**src/rtl/sem_pkg.sv**
```systemverilog
// Package with shared types and constants for the Sobel edge block.
`timescale 1ns / 1ps
`default_nettype none
package sem_pkg;
    localparam int MAX_WIDTH_DEFAULT = 1024;
    localparam int CfgWidthBits = 11;
    localparam int CfgHeightBits = 16;
    localparam logic [CfgWidthBits-1:0] FRAME_WIDTH_RESET = 11'd640;
    localparam logic [CfgHeightBits-1:0] FRAME_HEIGHT_RESET = 16'd480;
    localparam logic CFG_IDX_WIDTH = 1'b0;
    localparam logic CFG_IDX_HEIGHT = 1'b1;
    localparam logic [7:0] MAG_MAX = 8'd255;

    typedef struct packed {
        logic load;      // latch a new input beat into the datapath
        logic emit_b;    // present the shifted (row end) result
    } sem_cmd_t;

    typedef struct packed {
        logic need_a;
        logic need_b;
        logic b_flast;
        logic mag_done;
    } sem_stat_t;
endpackage
`default_nettype wire

```
**src/rtl/sem_ctrl.sv**
```systemverilog
// Controller state machine sequencing accept, buffer update and result beats.
`timescale 1ns / 1ps
`default_nettype none
module sem_ctrl (
    input  wire logic               clk,
    input  wire logic               rst_n,
    input  wire logic               in_valid,
    input  wire logic               ignore_beat,
    input  wire logic               out_ready,
    input  wire sem_pkg::sem_stat_t stat,
    output logic                    in_ready,
    output sem_pkg::sem_cmd_t       cmd,
    output logic                    rd_phase,
    output logic                    mag_start,
    output logic                    out_valid,
    output logic                    frame_last
);
    typedef enum logic [2:0] {S_IDLE, S_UPD, S_CHK, S_SQ, S_RUN, S_OUT} state_t;
    state_t state_reg;
    logic   b_pend_reg, is_b_reg;

    always_comb
    begin
        in_ready  = state_reg == S_IDLE;
        cmd.load  = in_ready && in_valid && !ignore_beat;
        cmd.emit_b = (state_reg == S_CHK && !stat.need_a)
            || (state_reg == S_OUT && b_pend_reg);
        rd_phase  = state_reg == S_UPD;
        mag_start = (state_reg == S_CHK && (stat.need_a || b_pend_reg))
            || (state_reg == S_OUT && out_ready && b_pend_reg);
        out_valid = state_reg == S_OUT;
        frame_last = is_b_reg && stat.b_flast;
    end

    always_ff @(posedge clk or negedge rst_n)
    begin
        if (!rst_n)
        begin
            state_reg  <= S_IDLE;
            b_pend_reg <= 1'b0;
            is_b_reg   <= 1'b0;
        end
        else
        begin
            case (state_reg)
                S_IDLE: if (cmd.load) state_reg <= S_UPD;
                S_UPD:
                begin
                    b_pend_reg <= stat.need_b;
                    state_reg <= S_CHK;
                end
                S_CHK:
                begin
                    if (stat.need_a && is_b_reg == 1'b0 && !(b_pend_reg && !stat.need_a))
                    begin
                        is_b_reg <= 1'b0;
                        state_reg <= S_SQ;
                    end
                    else if (b_pend_reg)
                    begin
                        is_b_reg <= 1'b1;
                        b_pend_reg <= 1'b0;
                        state_reg <= S_SQ;
                    end
                    else
                    begin
                        is_b_reg <= 1'b0;
                        state_reg <= S_IDLE;
                    end
                end
                S_SQ: state_reg <= S_RUN;
                S_RUN: if (stat.mag_done) state_reg <= S_OUT;
                S_OUT:
                begin
                    if (out_ready)
                    begin
                        if (b_pend_reg)
                        begin
                            is_b_reg <= 1'b1;
                            b_pend_reg <= 1'b0;
                            state_reg <= S_SQ;
                        end
                        else
                        begin
                            is_b_reg <= 1'b0;
                            state_reg <= S_IDLE;
                        end
                    end
                end
                default: state_reg <= S_IDLE;
            endcase
        end
    end

    assert property (@(posedge clk) disable iff (!rst_n) out_valid |-> !in_ready)
        else $error("result beat while accepting input");
    assert property (@(posedge clk) disable iff (!rst_n)
        (out_valid && !out_ready) |=> out_valid)
        else $error("result beat dropped");
    assert property (@(posedge clk) disable iff (!rst_n) rd_phase |-> $past(cmd.load))
        else $error("buffer update without accepted beat");
endmodule
`default_nettype wire

```
**config.mk**
```make
export PLATFORM = sky130hd
export DESIGN_NAME = sem_ctrl
export DESIGN_NICKNAME = d
export VERILOG_FILES = /design/src/rtl/sem_pkg.sv /design/src/rtl/sem_ctrl.sv
export SDC_FILE = /design/constraint.sdc
export NUM_CORES = 1
export LEC_CHECK = 0
export ABC_CLOCK_PERIOD_IN_PS = 1400
export BUFFER_PORTS_ARGS = -buffer_cell sky130_fd_sc_hd__buf_4
export CAP_MARGIN = 20
export CELL_PAD_IN_SITES_DETAIL_PLACEMENT = 1
export CELL_PAD_IN_SITES_GLOBAL_PLACEMENT = 2
export CORE_MARGIN = 2
export CORE_UTILIZATION = 23
export DETAILED_ROUTE_END_ITERATION = 16
export PLACE_DENSITY = 0.8
export SYNTH_ARGS = -nofsm -noshare
export SYNTH_HDL_FRONTEND = slang
export SYNTH_SLANG_ARGS = --single-unit
```
**constraint.sdc**
```tcl
create_clock -name clk -period 1.4 [get_ports clk]
set_input_delay 0.21 -clock clk [delete_from_list [all_inputs] [get_ports clk]]
set_output_delay 0.21 -clock clk [all_outputs]
set_load 0.05 [all_outputs]
```
==> metrics.cfg, run 1 <==
[power]
swShare_pct=47.2
combPwrFrac_pct=73.3
cellInternalPower_uw=902
clkPwrFrac_pct=10.1
p_total_mw=1.71
p_leak_nw=0.319
vdd_drop_max_v=0.00108
powerDensity_nw_per_um2=2360
power_switching_uw=805
seqPwrFrac_pct=16.7

[final_layout]
area_growth_pct=94.6
stdcell_count=91
layout-drive-gt1-share_pct=57.3
final_area_um2=723
largest_reg_flops=3
final_cell_mix=17 x buf_4, 9 x buf_6, 5 x nand2_1, 5 x dfrtp_1
finish.net_count=85
layout_commonest_cell=buf_4
num_antenna_cells=0

[synth]
syn_nets=54
syn_avg_cell_area_um2=8.26
synth_top_family_by_area=simple AND/OR/NAND/NOR gates
synth_compound_area_share_pct=24.2
muxShareOfSynthArea_pct=0
synth_cell_type_count=25
synth-seq-area-share_pct=33.7
yosys.area_share.simple_pct=36.4
netlist_area_um2=372
synth-xor-area-share_pct=0
ys_seq_elements=5
synth_fa_ha_area_share_pct=0
syn_inst=45
yosysWarnings=0

[routing]
drc=0
finalWirelength_mm=1.25
drt_first_pass_iters=3
drtAntennaViolNets=0
routed_via_density=4.99
drt_iter0_markers=3
vias=454
wl_per_cell_um=13.7

[run_status]
status=complete, but fails checks
violations=setup timing

[critical_path]
cp.required_ns=1.19
start_kind=flop
cp.depth=4
critical_path_class=flop to primary output
path_cells=nor2b_2, and2_2, a21o_4, buf_8
reg2reg_depth=6
regToRegStartpoint=state_reg[2]
cp_num_buf_inv=1
cp_data_arrival_time_ns=1.42
worst_path_max_delay_cell=dfrtp_1
crit_family=simple AND/OR/NAND/NOR gates
critPathMaxStageDelay_ns=0.40
worstPathMaxFanout=4
cp-end-kind=primary output
crit_start=state_reg[0]

[timing]
worst_pin_slew_ns=0.275
finalSetupViolations=6
setup_ws_ns=-0.229
slew_viol_final=0
timing.hold.ws_ns=0.202
timing.fmax_mhz=614
post-route-min-period_ns=1.63
clock_skew_ns=0.000326
grt_setup_unrepaired=true
relSlewSlack_pct=81.7
post-route-period-util_pct=116
hold_viol_final=0

[clock_network]
clockBufferDepth=2
clk_latency_ns=0.24
h-tree-depth=1
tritoncts=yes
clk_pin_slew_ns=0.04
numCtsBuffers=3
cts_sinks=5
cts_root_buffer=clkbuf_4

[hold_path]
hold_depth=2
hp-start=stat[2]
hp-class=input port to flop

[global_routing]
grt_pass1_wl_mm=1.99
track_usage_pct=14.6
grt_max_degree=11
grt_overflow=0
grt_pass1_vias=430
antenna_found_initial=0

[place]
gp_congestion=0.788
port_buffers=15
dp_hpwl_um=874
placed_cells=79
placed_cell_area_um2=576

[floorplan]
ioPinCount=16
initial_utilization_pct=24.7
dieArea_um2=1950
core_area_um2=1510
die_h_um=44.2
die_width_um=44.2
rows=14

[run]
max_cap_viol_count=0

[power by group through the flow]
| stage | combinational (mW) | sequential, mW | clock (mW) |
|---|---|---|---|
| after global routing | 1.34 | 0.297 | 0.188 |
| after detailed placement | 0.994 | 0.285 | 0 |
| after global placement | 0.986 | 0.279 | 0 |
| after floorplan | 0.729 | 0.258 | 0 |
| after CTS | 1.17 | 0.283 | 0.181 |
| final | 1.25 | 0.285 | 0.172 |
[per-stage QoR]
stage	util (%)	setup slack, ns	TNS, ns
finish	48.0	-0.229	-0.820
global route	48.0	-0.280	-1.19
detailed placement	38.2	-0.0195	-0.0195
CTS	45.3	-0.238	-0.838
global placement	38.2	0.00686	0
floorplan	-	-0.0868	-0.289
[routing by layer]
metal / up-vias / global-route usage (%) / routed length, µm
met3: 2 / 2.45 / 47
li1: 223 / - / -
met2: 11 / 23.2 / 671
met5: - / 0 / 0
met4: 0 / 9.09 / 14
met1: 218 / 18.4 / 511
[logic make-up after synthesis]
| group | count (synthesis) |
|---|---|
| flip-flops | 5 |
| buffers and inverters | 3 |
| AO/OA/AOI/OAI | 14 |
| AND/OR/NAND/NOR | 23 |
[path summary, 6_finish.rpt]
path	endpoint	slack [ns]
setup / recovery	cmd[0]	-0.23
hold / removal	b_pend_reg	0.20
setup reg to reg	state_reg[0]	0.07
hold reg to reg	is_b_reg	0.57
max in group asynchronous	b_pend_reg	1.00
min in group asynchronous	state_reg[0]	0.30
[layout make-up]
type,count,area (µm²)
repair buffers,29,259
flip-flops and latches,5,125
fillers,178,783
multi-input cells,37,293
well taps,16,20.0
clock buffers,4,26.3
[cell usage after synthesis (all sizes together)]
cell type,number,area [µm²]
a21boi,1,7.51
a21o,1,7.51
a21oi,4,20.0
a22o,1,8.76
a31oi,1,6.26
a32o,1,10.0
and2,2,12.5
buf,3,21.3
dfrtp,5,125
nand2,5,18.8
nand2b,2,12.5
nand3,1,5.00
nor2,5,26.3
nor2b,2,15.0
nor3,1,5.00
nor3b,2,15.0
nor4,1,6.26
o21ai,3,15.0
o22ai,1,6.26
o2bb2ai,1,8.76
or2b,1,7.51
or3b,1,11.3
[what timing repair did]
action | 4_1_cts | 5_1_grt
endpoints found under the hold margin | 5 | 0
endpoints found under the setup margin | 6 | 7
resized for setup | 10 | 8
hold buffers | 1 | 0
setup buffers | 5 | 4
pin swaps | 1 | 1
Power figures use the tool's default switching activity.
==> run 2, diff against run 1 <==
- BUFFER_PORTS_ARGS: -buffer_cell sky130_fd_sc_hd__buf_4 -> -buffer_cell sky130_fd_sc_hd__clkbuf_2
==> metrics.cfg, run 2 (synthesized netlist as in run 1, its figures left out) <==
[run_status]
status=complete, but fails checks
violations=setup timing

[clock_network]
h-tree-depth=1  ; unchanged
clockBufferDepth=2  ; unchanged
clk_latency_ns=0.24  ; about the same
clk_pin_slew_ns=0.04  ; about the same
numCtsBuffers=3  ; unchanged
tritoncts=yes
cts_sinks=5  ; unchanged
cts_root_buffer=clkbuf_4

[timing]
slew_viol_final=0  ; unchanged
post-route-min-period_ns=1.64  ; +0.0122 ns
grt_setup_unrepaired=true
hold_viol_final=0  ; unchanged
relSlewSlack_pct=81.4  ; -0.26 points
post-route-period-util_pct=117  ; +0.87 points
timing.hold.ws_ns=0.193  ; -0.00947 ns
timing.fmax_mhz=609  ; -0.74%
tns_ns=-0.837  ; -0.0172 ns
finalSetupViolations=5  ; -1
clock_skew_ns=0.00124  ; +0.000917 ns
setup_ws_ns=-0.242  ; -0.0122 ns
worst_pin_slew_ns=0.279  ; +0.00394 ns

[floorplan]
initial_utilization_pct=24.7  ; unchanged
core_area_um2=1510  ; unchanged
die_width_um=44.2  ; unchanged
ioPinCount=16  ; unchanged
rows=14  ; unchanged
die_h_um=44.2  ; unchanged
dieArea_um2=1950  ; unchanged

[final_layout]
layout-drive-gt1-share_pct=52.1  ; -5.2 points
regArea_um2=125  ; unchanged
final_area_um2=682  ; -5.7%
utilization_pct=45.3  ; -2.7 points
multi_input_comb_area_um2=284  ; -3.0%
largest_reg_flops=3  ; unchanged
finish.net_count=81  ; -4.7%
final_cell_mix=9 x clkbuf_2, 7 x buf_4, 5 x nand2_1, 5 x dfrtp_1, 4 x clkbuf_4
area_growth_pct=83.5
layout_commonest_cell=clkbuf_2
fill_cells=174  ; -2.2%
num_antenna_cells=0  ; unchanged

[routing]
vias=422  ; -7.0%
drt_iter0_markers=1  ; -2
routed_via_density=4.85  ; -2.8%
drc=0  ; unchanged
drt_first_pass_iters=2  ; -1
wl_per_cell_um=13.2  ; -3.3%
finalWirelength_mm=1.15  ; -7.6%
drtAntennaViolNets=0  ; unchanged

[critical_path]
start_kind=flop
critical_path_class=flop to primary output
worstPathMaxFanout=4  ; unchanged
cp.required_ns=1.19  ; about the same
crit_start=state_reg[1]
regToRegStartpoint=state_reg[1]
cp_data_arrival_time_ns=1.43  ; about the same
cp-end-kind=primary output

[power]
powerDensity_nw_per_um2=2390  ; +1.1%
power_switching_uw=767  ; -4.7%
swShare_pct=47.1  ; -0.054 points
clkPwrFrac_pct=10.2  ; about the same
vdd_drop_max_v=0.00105  ; -2.6%
cellInternalPower_uw=861  ; -4.5%
combPwrFrac_pct=72.5  ; -0.8 points
p_total_mw=1.63  ; -4.6%
seqPwrFrac_pct=17.3  ; +0.6 points
p_leak_nw=0.295  ; -7.5%

[place]
dp_hpwl_um=870  ; -0.43%
port_buffers=15  ; unchanged
gp_congestion=0.697  ; -12%
placed_cell_area_um2=568  ; -1.3%

[hold_path]
hp-class=input port to flop
hp-start=stat[2]

[global_routing]
grt_max_degree=15  ; +4
antenna_found_initial=0  ; unchanged
track_usage_pct=14.5  ; -0.12 points
grt_overflow=0  ; unchanged
grt_pass1_wl_mm=1.94  ; -2.8%
grt_pass1_vias=444  ; +3.3%

[run]
max_cap_viol_count=0  ; unchanged

run 2: critical path, cell delays in order, from the launching register on:
cell and delay [ns]:
dfrtp_1 0.39, or3b_4 0.44, nor2_4 0.11, a21o_4 0.10, clkbuf_16 0.15
run 2: cell type report:
cell class              count  area share, %
clock buffers               4           3.85
multi-input cells          37           41.7
flip-flops and latches      5           18.3
well taps                  16           2.94
repair buffers             25           33.2
run 2: worst paths after layout:
path	end	slack (ns)	depth (start not counted)
min in group asynchronous	is_b_reg	0.33	2
min reg2reg	is_b_reg	0.54	2
max in group asynchronous	state_reg[2]	0.93	2
min	b_pend_reg	0.19	2
max	cmd[0]	-0.24	4
max reg2reg	b_pend_reg	0.11	5
run 2: stage by stage:
| step | setup slack (ns) | cells |
|---|---|---|
| after floorplan | -0.0868 | 45 |
| after global placement | -0.0528 | 81 |
| after detailed placement | -0.0985 | 81 |
| after CTS | -0.255 | 87 |
| after global routing | -0.306 | 87 |
| final | -0.242 | 87 |
run 2: repair_timing:
action,in CTS,in global routing
endpoints found under the setup margin,6,6
buffers inserted,1,0
hold endpoints to repair,5,0
resized for setup,13,3
hold buffers,1,0
run 2: power groups by stage:
stage,clock [mW],sequential [mW],combinational [mW]
6_report,0.166,0.282,1.18
5_1_grt,0.184,0.296,1.27
4_1_cts,0.173,0.285,1.14
3_5_place_dp,0,0.284,1.01
3_3_place_gp,0,0.278,1.01
2_1_floorplan,0,0.258,0.729
run 2: routing by layer:
metal	wire length (µm)	part of all wire, %	global-route usage [%]
met1	528	46	16.8
met2	560	49	22.1
met3	34	3.0	3.67
met4	27	2.3	12.7
met5	0	0	0
==> run 3, diff against run 2 <==
- SKIP_LAST_GASP: default -> 1
==> metrics.cfg, run 3 (synthesized netlist as in run 1, its figures left out) <==
[critical_path]
cp.required_ns=1.19  ; about the same
crit_family=simple AND/OR/NAND/NOR gates
cp_num_buf_inv=1  ; unchanged
critical_path_class=flop to primary output
cp_data_arrival_time_ns=1.43  ; about the same
rrSetupSlack_ns=0.09  ; -0.02 ns
start_kind=flop
critPathMaxStageDelay_ns=0.44  ; about the same
regToRegStartpoint=state_reg[1]
reg2reg_depth=5  ; unchanged
worst_path_max_delay_cell=or3b_4
path_cells=or3b_4, nor2_4, a21o_4, clkbuf_16
worstPathMaxFanout=4  ; unchanged
r2r-end=b_pend_reg
cp-end-kind=primary output

[timing]
worst_pin_slew_ns=0.280  ; +0.000789 ns
hold_viol_final=0  ; unchanged
clock_skew_ns=0.00124  ; unchanged
timing.fmax_mhz=609  ; about the same
slew_viol_final=0  ; unchanged
finalSetupViolations=5  ; unchanged
relSlewSlack_pct=81.3  ; about the same
grt_setup_unrepaired=true
setup_ws_ns=-0.242  ; -0.00000400 ns
post-route-period-util_pct=117  ; about the same
post-route-min-period_ns=1.64  ; +0.00000400 ns

[routing]
finalWirelength_mm=1.14  ; -1.1%
drtAntennaViolNets=0  ; unchanged
drc=0  ; unchanged
drt_iter0_markers=1  ; unchanged
vias=421  ; -0.24%
routed_via_density=4.84  ; -0.24%
wl_per_cell_um=13.1  ; -1.1%
drt_first_pass_iters=2  ; unchanged

[hold_path]
hp-class=input port to flop
hold_depth=2  ; unchanged
hp-start=stat[2]
whs_endpoint=b_pend_reg

[power]
clkPwrFrac_pct=10.3  ; about the same
seqPwrFrac_pct=17.5  ; +0.2 points
powerDensity_nw_per_um2=2390  ; -0.11%
vdd_drop_max_v=0.00105  ; about the same
combPwrFrac_pct=72.3  ; -0.2 points
power_switching_uw=764  ; -0.35%
swShare_pct=47.2  ; +0.15 points
p_leak_nw=0.294  ; -0.48%
p_total_mw=1.62  ; -0.66%
cellInternalPower_uw=853  ; -0.93%

[floorplan]
die_width_um=44.2  ; unchanged
dieArea_um2=1950  ; unchanged
ioPinCount=16  ; unchanged
core_area_um2=1510  ; unchanged
rows=14  ; unchanged
initial_utilization_pct=24.7  ; unchanged
die_h_um=44.2  ; unchanged

[final_layout]
finish.net_count=81  ; unchanged
area_growth_pct=82.5
num_antenna_cells=0  ; unchanged
largest_reg_flops=3  ; unchanged
utilization_pct=45.0  ; -0.25 points
final_cell_mix=9 x clkbuf_2, 8 x buf_4, 5 x nand2_1, 5 x dfrtp_1, 4 x clkbuf_4
layout-drive-gt1-share_pct=52.1  ; unchanged
layout_commonest_cell=clkbuf_2
stdcell_count=87  ; unchanged

[place]
port_buffers=15  ; unchanged
dp_hpwl_um=870  ; unchanged
placed_cells=81  ; unchanged
pre_cts_slack_ns=-0.0985  ; unchanged
gp_congestion=0.697  ; unchanged

[clock_network]
clockBufferDepth=2  ; unchanged
clk_latency_ns=0.24  ; about the same
clk_pin_slew_ns=0.04  ; about the same
tritoncts=yes
h-tree-depth=1  ; unchanged
cts_root_buffer=clkbuf_4
cts_sinks=5  ; unchanged
numCtsBuffers=3  ; unchanged

[global_routing]
track_usage_pct=14.4  ; -0.084 points
grt_max_degree=15  ; unchanged
grt_overflow=0  ; unchanged
grt_pass1_vias=439  ; -1.1%
antenna_found_initial=0  ; unchanged
grt_pass1_wl_mm=1.93  ; -0.67%

[run_status]
violations=setup timing
status=complete, but fails checks

[run]
max_cap_viol_count=0  ; unchanged

-- run 3: power groups by stage --
stage | registers [mW] | logic, mW | clock network [mW]
final | 0.282 | 1.17 | 0.166
after global routing | 0.296 | 1.26 | 0.184
after detailed placement | 0.284 | 1.01 | 0
after global placement | 0.278 | 1.01 | 0
after floorplan | 0.258 | 0.729 | 0
after CTS | 0.285 | 1.13 | 0.173
-- run 3: repair_timing --
action                                 CTS  global route
cloned                                   0             0
hold buffers                             1             0
pin swaps                                0             1
endpoints found under the hold margin    5             0
setup endpoints to repair                6             6
gates resized for setup                 12             3
buffers inserted                         1             0
-- run 3: per-layer routing --
layer  GRT usage, %  vias up  wire [µm]
li1               -      215          -
met3           3.67        2         34
met2           21.5        9        551
met4           12.7        0         27
met5              0        -          0
met1           17.0      195        524
-- run 3: how the worst max path moves through the flow --
stage	startpoint	end	slack, ns	depth (start not counted)
global route	state_reg[1]	cmd[0]	-0.31	4
global placement	state_reg[1]	cmd[0]	-0.05	4
floorplan	state_reg[2]	in_ready	-0.09	2
CTS	state_reg[1]	cmd[0]	-0.25	4
finish	state_reg[1]	cmd[0]	-0.24	4
detailed placement	state_reg[1]	cmd[0]	-0.1	4
-- run 3: through the flow --
| step | setup TNS, ns | instance area, µm² | hold slack [ns] |
|---|---|---|---|
| floorplan | -0.289 | 419 | -0.0856 |
| detailed placement | -0.139 | 568 | 0.0331 |
| finish | -0.795 | 678 | 0.193 |
| global route | -1.15 | 678 | 0.202 |
| global placement | -0.0667 | 568 | 0.0287 |
| CTS | -0.924 | 669 | 0.188 |
-- run 3: final cells by class --
| type | instances | area [µm²] |
|---|---|---|
| sequential | 5 | 125 |
| multi-input combinational | 37 | 284 |
| tap | 16 | 20.0 |
| timing repair buffer | 25 | 223 |
| clock buffer | 4 | 26.3 |
| fill | 173 | 828 |
